--- config.mk ---
export PLATFORM = sky130hd
export DESIGN_NAME = union_find_cycle_detect
export DESIGN_NICKNAME = d
export VERILOG_FILES = /design/src/sv/ufcd_pkg.sv /design/src/sv/union_find_cycle_detect.sv /design/src/sv/ufcd_parent_store.sv
export SDC_FILE = /design/constraint.sdc
export NUM_CORES = 2
export LEC_CHECK = 0
export BUFFER_PORTS_ARGS = -buffer_cell sky130_fd_sc_hd__buf_2
export CORE_UTILIZATION = 55
export DETAILED_ROUTE_END_ITERATION = 16
export PLACE_DENSITY = 0.76
export REMOVE_ABC_BUFFERS = 1
export SYNTH_ARGS = -nofsm -noshare
export SYNTH_HDL_FRONTEND = slang
export SYNTH_HIERARCHICAL = 1
export SYNTH_SLANG_ARGS = --single-unit
--- constraint.sdc ---
create_clock -name clock -period 19 [get_ports clock]
set_clock_uncertainty 0.15 [all_clocks]
set_input_delay 2.85 -clock clock [delete_from_list [all_inputs] [get_ports clock]]
set_output_delay 2.85 -clock clock [all_outputs]
set_load 0.01 [all_outputs]
--- src/sv/ufcd_pkg.sv ---
// Package with the shared constants, state encoding and store port types.
package ufcd_pkg;

   // Number of nodes in the forest and the width of a node index.
   localparam int NODES  = 256;
   localparam int NODE_W = $clog2(NODES);

   // Sequencer states.
   typedef enum logic [2:0] {
      S_IDLE,
      S_FIND,
      S_COMP,
      S_DONE,
      S_OUT
   } state_type;

   // Input actions.
   localparam logic ACT_EDGE  = 1'b0;
   localparam logic ACT_CLEAR = 1'b1;

   // Read request to the parent store.
   typedef struct packed {
      logic              en;
      logic [NODE_W-1:0] addr;
   } rd_req_type;

   // Write request to the parent store: the entry becomes a child of link.
   typedef struct packed {
      logic              en;
      logic [NODE_W-1:0] addr;
      logic [NODE_W-1:0] link;
   } wr_req_type;

   // Registered read answer from the parent store.
   typedef struct packed {
      logic              is_root;
      logic [NODE_W-1:0] link;
   } rd_rsp_type;

endpackage

--- src/sv/union_find_cycle_detect.sv ---
// Union-find cycle detector: the top level with the find, compress and link sequencer.
//
// Each edge word finds the root of node_a and then of node_b in a parent store
// of 256 entries, rewriting every entry on each walked path to point straight at
// its root, then links the first root under the second, or, when the roots are
// equal, reports that the edge closes a cycle and sets the sticky cycle flag.
// The store has one registered read port. A clear word resets the store at once
// (root marks are flip-flops) and passes its all-zero result through S_OUT to
// the output register. One word is processed at a time; a finished result waits
// in the output register while the next word is taken.
module union_find_cycle_detect (
   input  logic       clock,
   input  logic       reset,
   input  logic       req_valid,
   output logic       req_ready,
   input  logic       req_action,
   input  logic [7:0] req_node_a,
   input  logic [7:0] req_node_b,
   output logic       rsp_valid,
   input  logic       rsp_ready,
   output logic       rsp_closes_cycle,
   output logic       rsp_cycle_seen,
   output logic [7:0] rsp_root_a,
   output logic [7:0] rsp_root_b
);

   ufcd_pkg::state_type state_ff, state_in;

   logic [ufcd_pkg::NODE_W-1:0] b_ff, b_in;
   logic [ufcd_pkg::NODE_W-1:0] start_ff, start_in;
   logic [ufcd_pkg::NODE_W-1:0] cur_ff, cur_in;
   logic [ufcd_pkg::NODE_W-1:0] node_ff, node_in;
   logic [ufcd_pkg::NODE_W-1:0] root_ff, root_in;
   logic [ufcd_pkg::NODE_W-1:0] ra_ff, ra_in;
   logic                        second_ff, second_in;
   logic                        flag_ff, flag_in;

   logic                        res_closes_ff, res_closes_in;
   logic                        res_seen_ff, res_seen_in;
   logic [ufcd_pkg::NODE_W-1:0] res_ra_ff, res_ra_in;
   logic [ufcd_pkg::NODE_W-1:0] res_rb_ff, res_rb_in;

   logic                        rsp_valid_ff, rsp_valid_in;
   logic                        rsp_closes_ff, rsp_closes_in;
   logic                        rsp_seen_ff, rsp_seen_in;
   logic [ufcd_pkg::NODE_W-1:0] rsp_ra_ff, rsp_ra_in;
   logic [ufcd_pkg::NODE_W-1:0] rsp_rb_ff, rsp_rb_in;

   logic                 store_clear;
   logic                 roots_equal;
   ufcd_pkg::rd_req_type rd_req;
   ufcd_pkg::wr_req_type wr_req;
   ufcd_pkg::rd_rsp_type rd_rsp;

   ufcd_parent_store u_store (
      .clock  (clock),
      .reset  (reset),
      .clear  (store_clear),
      .rd_req (rd_req),
      .wr_req (wr_req),
      .rd_rsp (rd_rsp)
   );

   assign roots_equal = (ra_ff == root_ff);

   // Control registers.
   always_ff @(posedge clock) begin
      if (reset) begin
         state_ff     <= ufcd_pkg::S_IDLE;
         flag_ff      <= 1'b0;
         rsp_valid_ff <= 1'b0;
      end else begin
         state_ff     <= state_in;
         flag_ff      <= flag_in;
         rsp_valid_ff <= rsp_valid_in;
      end
   end

   // Walk pointers, pending result and output word.
   always_ff @(posedge clock) begin
      b_ff          <= b_in;
      start_ff      <= start_in;
      cur_ff        <= cur_in;
      node_ff       <= node_in;
      root_ff       <= root_in;
      ra_ff         <= ra_in;
      second_ff     <= second_in;
      res_closes_ff <= res_closes_in;
      res_seen_ff   <= res_seen_in;
      res_ra_ff     <= res_ra_in;
      res_rb_ff     <= res_rb_in;
      rsp_closes_ff <= rsp_closes_in;
      rsp_seen_ff   <= rsp_seen_in;
      rsp_ra_ff     <= rsp_ra_in;
      rsp_rb_ff     <= rsp_rb_in;
   end

   // Sequencer: clear, or root walk, rewrite walk, then link or cycle report, then output.
   always_comb begin
      state_in      = state_ff;
      b_in          = b_ff;
      start_in      = start_ff;
      cur_in        = cur_ff;
      node_in       = node_ff;
      root_in       = root_ff;
      ra_in         = ra_ff;
      second_in     = second_ff;
      flag_in       = flag_ff;
      res_closes_in = res_closes_ff;
      res_seen_in   = res_seen_ff;
      res_ra_in     = res_ra_ff;
      res_rb_in     = res_rb_ff;
      rsp_valid_in  = rsp_valid_ff & ~rsp_ready;
      rsp_closes_in = rsp_closes_ff;
      rsp_seen_in   = rsp_seen_ff;
      rsp_ra_in     = rsp_ra_ff;
      rsp_rb_in     = rsp_rb_ff;
      req_ready     = 1'b0;
      store_clear   = 1'b0;
      rd_req        = '0;
      wr_req        = '0;

      case (state_ff)
         ufcd_pkg::S_IDLE: begin
            req_ready = 1'b1;
            if (req_valid) begin
               if (req_action == ufcd_pkg::ACT_CLEAR) begin
                  store_clear   = 1'b1;
                  flag_in       = 1'b0;
                  res_closes_in = 1'b0;
                  res_seen_in   = 1'b0;
                  res_ra_in     = '0;
                  res_rb_in     = '0;
                  state_in      = ufcd_pkg::S_OUT;
               end else begin
                  b_in        = req_node_b;
                  start_in    = req_node_a;
                  cur_in      = req_node_a;
                  second_in   = 1'b0;
                  rd_req.en   = 1'b1;
                  rd_req.addr = req_node_a;
                  state_in    = ufcd_pkg::S_FIND;
               end
            end
         end

         // The entry at cur_ff has been read: stop at a root or follow the link.
         ufcd_pkg::S_FIND: begin
            if (rd_rsp.is_root) begin
               root_in = cur_ff;
               if (cur_ff == start_ff) begin
                  state_in = ufcd_pkg::S_DONE;
               end else begin
                  node_in     = start_ff;
                  rd_req.en   = 1'b1;
                  rd_req.addr = start_ff;
                  state_in    = ufcd_pkg::S_COMP;
               end
            end else begin
               cur_in      = rd_rsp.link;
               rd_req.en   = 1'b1;
               rd_req.addr = rd_rsp.link;
            end
         end

         // The entry at node_ff has been read: point it at the root, move on.
         // The next read address is its old parent, never the entry written.
         ufcd_pkg::S_COMP: begin
            wr_req.en   = 1'b1;
            wr_req.addr = node_ff;
            wr_req.link = root_ff;
            if (rd_rsp.link == root_ff) begin
               state_in = ufcd_pkg::S_DONE;
            end else begin
               node_in     = rd_rsp.link;
               rd_req.en   = 1'b1;
               rd_req.addr = rd_rsp.link;
            end
         end

         // One find is complete: start the second one or link the two roots.
         ufcd_pkg::S_DONE: begin
            if (!second_ff) begin
               ra_in       = root_ff;
               second_in   = 1'b1;
               start_in    = b_ff;
               cur_in      = b_ff;
               rd_req.en   = 1'b1;
               rd_req.addr = b_ff;
               state_in    = ufcd_pkg::S_FIND;
            end else begin
               if (roots_equal) begin
                  flag_in = 1'b1;
               end else begin
                  wr_req.en   = 1'b1;
                  wr_req.addr = ra_ff;
                  wr_req.link = root_ff;
               end
               res_closes_in = roots_equal;
               res_seen_in   = flag_ff | roots_equal;
               res_ra_in     = ra_ff;
               res_rb_in     = root_ff;
               state_in      = ufcd_pkg::S_OUT;
            end
         end

         // Hand the result to the output register once it is free.
         ufcd_pkg::S_OUT: begin
            if (!rsp_valid_ff || rsp_ready) begin
               rsp_valid_in  = 1'b1;
               rsp_closes_in = res_closes_ff;
               rsp_seen_in   = res_seen_ff;
               rsp_ra_in     = res_ra_ff;
               rsp_rb_in     = res_rb_ff;
               state_in      = ufcd_pkg::S_IDLE;
            end
         end

         default: begin
            state_in = ufcd_pkg::S_IDLE;
         end
      endcase
   end

   assign rsp_valid        = rsp_valid_ff;
   assign rsp_closes_cycle = rsp_closes_ff;
   assign rsp_cycle_seen   = rsp_seen_ff;
   assign rsp_root_a       = rsp_ra_ff;
   assign rsp_root_b       = rsp_rb_ff;

endmodule

--- src/sv/ufcd_parent_store.sv ---
// Parent store: link memory plus one root mark per entry.
module ufcd_parent_store (
   input  logic                  clock,
   input  logic                  reset,
   input  logic                  clear,
   input  ufcd_pkg::rd_req_type  rd_req,
   input  ufcd_pkg::wr_req_type  wr_req,
   output ufcd_pkg::rd_rsp_type  rd_rsp
);

   // Parent index memory; its content is only meaningful for non-root entries.
   logic [ufcd_pkg::NODE_W-1:0] link_mem [ufcd_pkg::NODES];

   // A set bit means the entry has been linked under a parent since the last clear.
   logic [ufcd_pkg::NODES-1:0] linked_ff;

   logic                        rd_root_ff;
   logic [ufcd_pkg::NODE_W-1:0] rd_link_ff;

   // Memory write port and registered read port.
   always_ff @(posedge clock) begin
      if (wr_req.en) begin
         link_mem[wr_req.addr] <= wr_req.link;
      end
      if (rd_req.en) begin
         rd_link_ff <= link_mem[rd_req.addr];
         rd_root_ff <= ~linked_ff[rd_req.addr];
      end
   end

   // Root marks: cleared at once by reset or a clear action.
   always_ff @(posedge clock) begin
      if (reset || clear) begin
         linked_ff <= '0;
      end else if (wr_req.en) begin
         linked_ff[wr_req.addr] <= 1'b1;
      end
   end

   assign rd_rsp.is_root = rd_root_ff;
   assign rd_rsp.link    = rd_link_ff;

endmodule

---- Word level (Yosys, flattened, before mapping) ----
Memories as Yosys holds them, arrays and structs flattened. A register that Yosys moved wholly into a read port is not among the register bits.
Cells that the tools add are included.
word-level totals
  bits in registers ....................... 347
  input bits .............................. 21
  word-level logic and storage cells ...... 127
  output and inout port bits .............. 20
  memory bits (read-only) ................. 0
  memories ................................ 1
  bits in writable memories ............... 2048
  latch bits .............................. 0
memory list
  name              words  width  rd ports  clocked after Yosys merged registers in  write ports  line                     source
  u_store.link_mem  256    8      1         1                                        1            ufcd_parent_store.sv:12  logic [ufcd_pkg::NODE_W-1:0] link_mem [ufcd_pkg::NODES];
cells by class
  $mul .................................... 0
  divide/modulo/power cells ............... 0
  order comparisons ....................... 3
  $add $sub $neg .......................... 0
  equal/unequal tests ..................... 19
  reductions and logical operators ........ 19
  muxes and demuxes ....................... 58
  shift-type cells ........................ 0
  bitwise logic cells ..................... 7
operators with widths
  kind                count
  $or 256x256->256    1
  $mux 8              11
  $pmux 8 s2          4
  $mux 9              6
  $pmux 9 s4          1
  $mux 17             2
  $pmux 17 s2         1
  $eq 8x8->1          3
  $pmux 8 s3          1
  $ne 2x2->1 const B  11
  $mux 1              19
  $lt 8x9->1 const B  2
  $mux 3              6
  $reduce_and 4->1    4
  $pmux 3 s5          1
  $reduce_and 5->1    2
  $bmux 1 s8          1
  $demux 1 s8         1
  $ge 8x1->1 const B  1
  $pmux 1 s2          4
  $eq 3x2->1 const B  2
  $reduce_and 2->1    3
  $reduce_and 3->1    2
  $not 1->1           4
  11 further kinds    13

---- Longest topological paths before layout ----
  depth in word-level cells ............... 9
  mapped depth ............................ 19
  gate-level depth less buffers ........... 11

---- Modules after synthesis ----
Netlist, hierarchy kept.
by module, submodules not included
  module                   cells each  seq. area each (um2)  area each (um2)  instances
  ufcd_parent_store        4807        66894.2               89689.8          1
  union_find_cycle_detect  322         2652.5                4091.4           1

---- Least setup slack after synthesis ----
No wires, ideal clock.
  path kind ............................... register to register
  start ................................... reg state_ff[2]
  end ..................................... mem u_store/link_mem[0][0] (netlist name), data pin
  clock period less this slack ............ 13.683 ns
  path buffers ............................ 0
  stages on the path, launching flop included .. 6
  library setup time ...................... 2.267 ns
  slack ................................... 5.317 ns
  arrival ................................. 11.266 ns
  data required time ...................... 16.583 ns
  cell sequence ........................... dfxtp_1 -> nand3b_1 -> inv_2 -> nand2_1 -> o21bai_1 -> a21boi_0
RTL lines
  element                   line                           source
  start: declaration        union_find_cycle_detect.sv:27  ufcd_pkg::state_type state_ff, state_in;
  start signal: assignment  union_find_cycle_detect.sv:69  state_ff <= ufcd_pkg::S_IDLE;
  start signal: assignment  union_find_cycle_detect.sv:73  state_ff <= state_in;
  end: declaration          ufcd_parent_store.sv:12

==> reports/metrics.yaml <==
timing:
  fmax_mhz: 113
  setup_repair_after_global_routing_missed_its_margin: "no"
  worst-slew-pin-transition_ns: 1.42
  final_period_minus_worst_setup_slack_ns: 8.84
  relSlewSlack: 0.0500
  setup_slack_ns: 10.16
  final_max_slew_viol_count: 0
  final_hold_viol_count: 0
  setup_viol: 0
  fin_crit_sh: 0.465
place:
  hpwl_um: 142000
  setup_ws_pre_cts_ns: 9.47
  place.gp.congestion: 0.901
  placement.io_buffers: 40
final_layout:
  multi_input_area_mm2: 0.0225
  fin_nets: 5210
  ff_latch_area_mm2: 0.0695
  commonest_cells_after_routing_fill_and_taps_aside: "sky130_fd_sc_hd__edfxtp_1, sky130_fd_sc_hd__nor2_1, sky130_fd_sc_hd__mux4_2, sky130_fd_sc_hd__dfxtp_1, sky130_fd_sc_hd__clkbuf_16"
  fillers: 11500
  post-route-util: 0.608
  most_common_cell_after_layout_fill_and_taps_aside: "sky130_fd_sc_hd__edfxtp_1"
  final_layout_size_suffix_gt1_frac: 0.195
  area.growth.synth_to_final_pct: 9.82
synth:
  synth_seq_cells: 2403
  ys_top_cells_by_area: "sky130_fd_sc_hd__edfxtp_1, sky130_fd_sc_hd__mux4_2, sky130_fd_sc_hd__dfxtp_1"
  synth.top_cell.area_share: 0.686
  synth-edff-count: 2142
  synth_top_flop_cell: "sky130_fd_sc_hd__edfxtp_1"
  synth_top_area_cell: "sky130_fd_sc_hd__edfxtp_1"
  synth.distinct_cells: 76
  synthesis.instances: 5129
  post_synth_instance_area_mm2: 0.0938
  synthArstFlopShare: 0
  yosysWarningCount: 6
  synthesis.area_per_instance_um2: 18.3
  yosysSeqAreaShare: 0.742
global_route:
  first_global_vias: 49700
  grt_pass1_wl_um: 351000
  grt_max_degree: 257
  grt.overflow.total: 0
  antenna_found_initial: 6
  grt_use_total: 0.284
clocking:
  ctsLongestPathBuffers: 3
  clk_transition_reported_paths_ns: 0.06
  clkLatencyLatePin_ns: 0.87
  ctsResizeCount: 0
  postCtsSetupBuffers: 0
  cts_bufs_inserted: 221
  clockRootBuffer: "sky130_fd_sc_hd__clkbuf_16"
  clkSinkCount: 2403
  count_of_hold_fix_buffers_inserted_at_cts: 0
  tritoncts: "built"
  cts_max_level: 4
outcome:
  status: "complete, no violations"
critical_path:
  critical_path.slowest_cell: "sky130_fd_sc_hd__nor4_1"
  reg2regPathDepth: 14
  critPathKind: "in -> reg"
  critical_path_arrival_ns: 9.30
  crit-reg2reg-capture: "u_store/rd_link_ff[7]$_DFFE_PP_"
  critPathMaxFanout: 90
  crit_path_frequent_cell: "sky130_fd_sc_hd__buf_4"
  timing.critical_path.slowest_cell_delay_ns: 0.93
  worstPathCellList: "buf_2 > nor2_1 > and3_1 > a222oi_1 > o211ai_1 > buf_4 > buf_4 > buf_12 > buf_4 > mux4_2 > mux2i_1 > o22ai_1 > nor4_1 > o21ai_1 > o311a_1"
  reg2reg_setup_slack_ns: 10.53
  critical_path.startpoint_type: "input port"
  origin_of_the_critical_flop_to_flop_path: "state_ff[1]$_SDFFE_PP0P_"
  crit_path_end_kind: "register"
  cp_data_required_time_ns: 19.47
floorplanning:
  std_cell_rows: 151
  die_h_um: 415
  start_util: 0.554
  ios: 41
  coreArea_mm2: 0.169
  dieArea_mm2: 0.172
  fp.dieW_um: 415
worst_hold_path:
  hp-class: "reg -> reg"
  worstHoldStart: "res_closes_ff$_SDFFCE_PP0P_"
  end_of_the_worst_hold_path: "rsp_closes_cycle$_DFFE_PP_"
  min_path_cells: 0
detailed_routing:
  via_per_inst: 6.71
  remaining_drc_errors: 0
  wl_per_cell_um: 32.2
  drtAntennaViolNets: 0
  wl_um: 245000
  first_drt_pass_iteration_count: 8
  first_iter_violations: 7893
  routed-via-count: 51100
power:
  power_frac_seq: 0.483
  internal_power_mw: 8.85
  combinational_share_of_power: 0.164
  leakage_nw: 34.3
  power_density_mw_per_mm2: 117
  p_sw_frac: 0.269
  net_switching_power_figure_mw: 3.25
  clkPwrFrac: 0.352
  power.ir.vdd_worst_uv: 122
job:
  number_of_max_cap_violations: 0
## critical path: cells and delay by family
family | cells | cell delay (ns)
simple gates | 3 | 1.70
buf+inv | 5 | 2.88
mux | 2 | 0.77
compound gates | 5 | 0.84
## final cells by class
type                    count  area share
flip-flops and latches   2403       0.675
multi-input cells        2394       0.218
clock buffers             309      0.0584
well taps                2218      0.0269
repair buffers            148      0.0113
clock inverters           112     0.00909
inverters                  21    0.000814
diodes                      5    0.000121
## power by group through the flow
stage	sequential (mW)	clock [mW]	combinational, mW
floorplan	5.99	0	3.23
global placement	5.96	0	1.92
detailed placement	5.96	0	1.94
CTS	5.84	4.29	1.95
global route	5.85	4.49	2.04
finish	5.85	4.26	1.99
## cells in the mapped netlist, drive strengths merged (20+ instances only)
| library cell | instances |
|---|---|
| edfxtp | 2142 |
| xnor2 | 24 |
| nor2b | 25 |
| mux4 | 521 |
| a221oi | 20 |
| dfxtp | 261 |
| o21ai | 51 |
| inv | 21 |
| a22oi | 27 |
| a21oi | 51 |
| o21ba | 30 |
| o211ai | 21 |
| buf | 176 |
| o22ai | 41 |
| nor2 | 761 |
| o221ai | 38 |
| clkbuf | 135 |
| nand3 | 71 |
| a211oi | 21 |
| nor3 | 32 |
| and2 | 22 |
| mux2i | 218 |
| nand2 | 208 |
## state kept, by name, indices dropped and copies added (netlist names), 3 cells and up
name,count
b_ff,8
cur_ff,8
node_ff,8
ra_ff,8
res_ra_ff,8
res_rb_ff,8
root_ff,8
rsp_root_a,8
rsp_root_b,8
start_ff,8
state_ff,3
u_store/link_mem,2048
u_store/linked_ff,256
u_store/rd_link_ff,8
## routing by layer
layer,part of all wire,vias up,track usage,wire [µm]
met2,0.46,3808,0.425,112000
met3,0.13,603,0.0769,32800
met5,0.00016,-,0,40
li1,-,20500,-,-
met1,0.36,26200,0.394,88400
met4,0.049,6,0.129,11900
## worst max path at each step
stage	from	endpoint	cells past startpoint
after global routing	req_action	u_store/rd_link_ff[7]$_DFFE_PP_	15
after CTS	req_action	u_store/rd_link_ff[7]$_DFFE_PP_	15
final	req_action	u_store/rd_link_ff[7]$_DFFE_PP_	15
after detailed placement	req_action	u_store/rd_link_ff[7]$_DFFE_PP_	15
after floorplan	state_ff[1]$_SDFFE_PP0P_	u_store/rd_link_ff[6]$_DFFE_PP_	8
after global placement	req_action	u_store/rd_link_ff[7]$_DFFE_PP_	15
## logic make-up after synthesis
kind of cell,count (synthesis),share of synthesized area
flip-flops,2403,0.742
AND/OR/NAND/NOR,1204,0.0535
multiplexers,746,0.149
AO/OA/AOI/OAI,420,0.0333
buffers and inverters,332,0.0201
XOR/XNOR,24,0.00224
## through the flow
stage | instance area (µm²) | setup TNS [ns] | power, mW | instances | hold slack [ns]
finish | 103000 | 0 | 12.1 | 7610 | 0.268
CTS | 103000 | 0 | 12.1 | 7605 | 0.269
global route | 103000 | 0 | 12.4 | 7607 | 0.274
floorplan | 92000 | -358.15 | 9.22 | 4818 | 0.250
detailed placement | 96000 | 0 | 7.90 | 7184 | 0.255
global placement | 96000 | 0 | 7.87 | 7184 | 0.252
(Power assumes the default switching activity.)
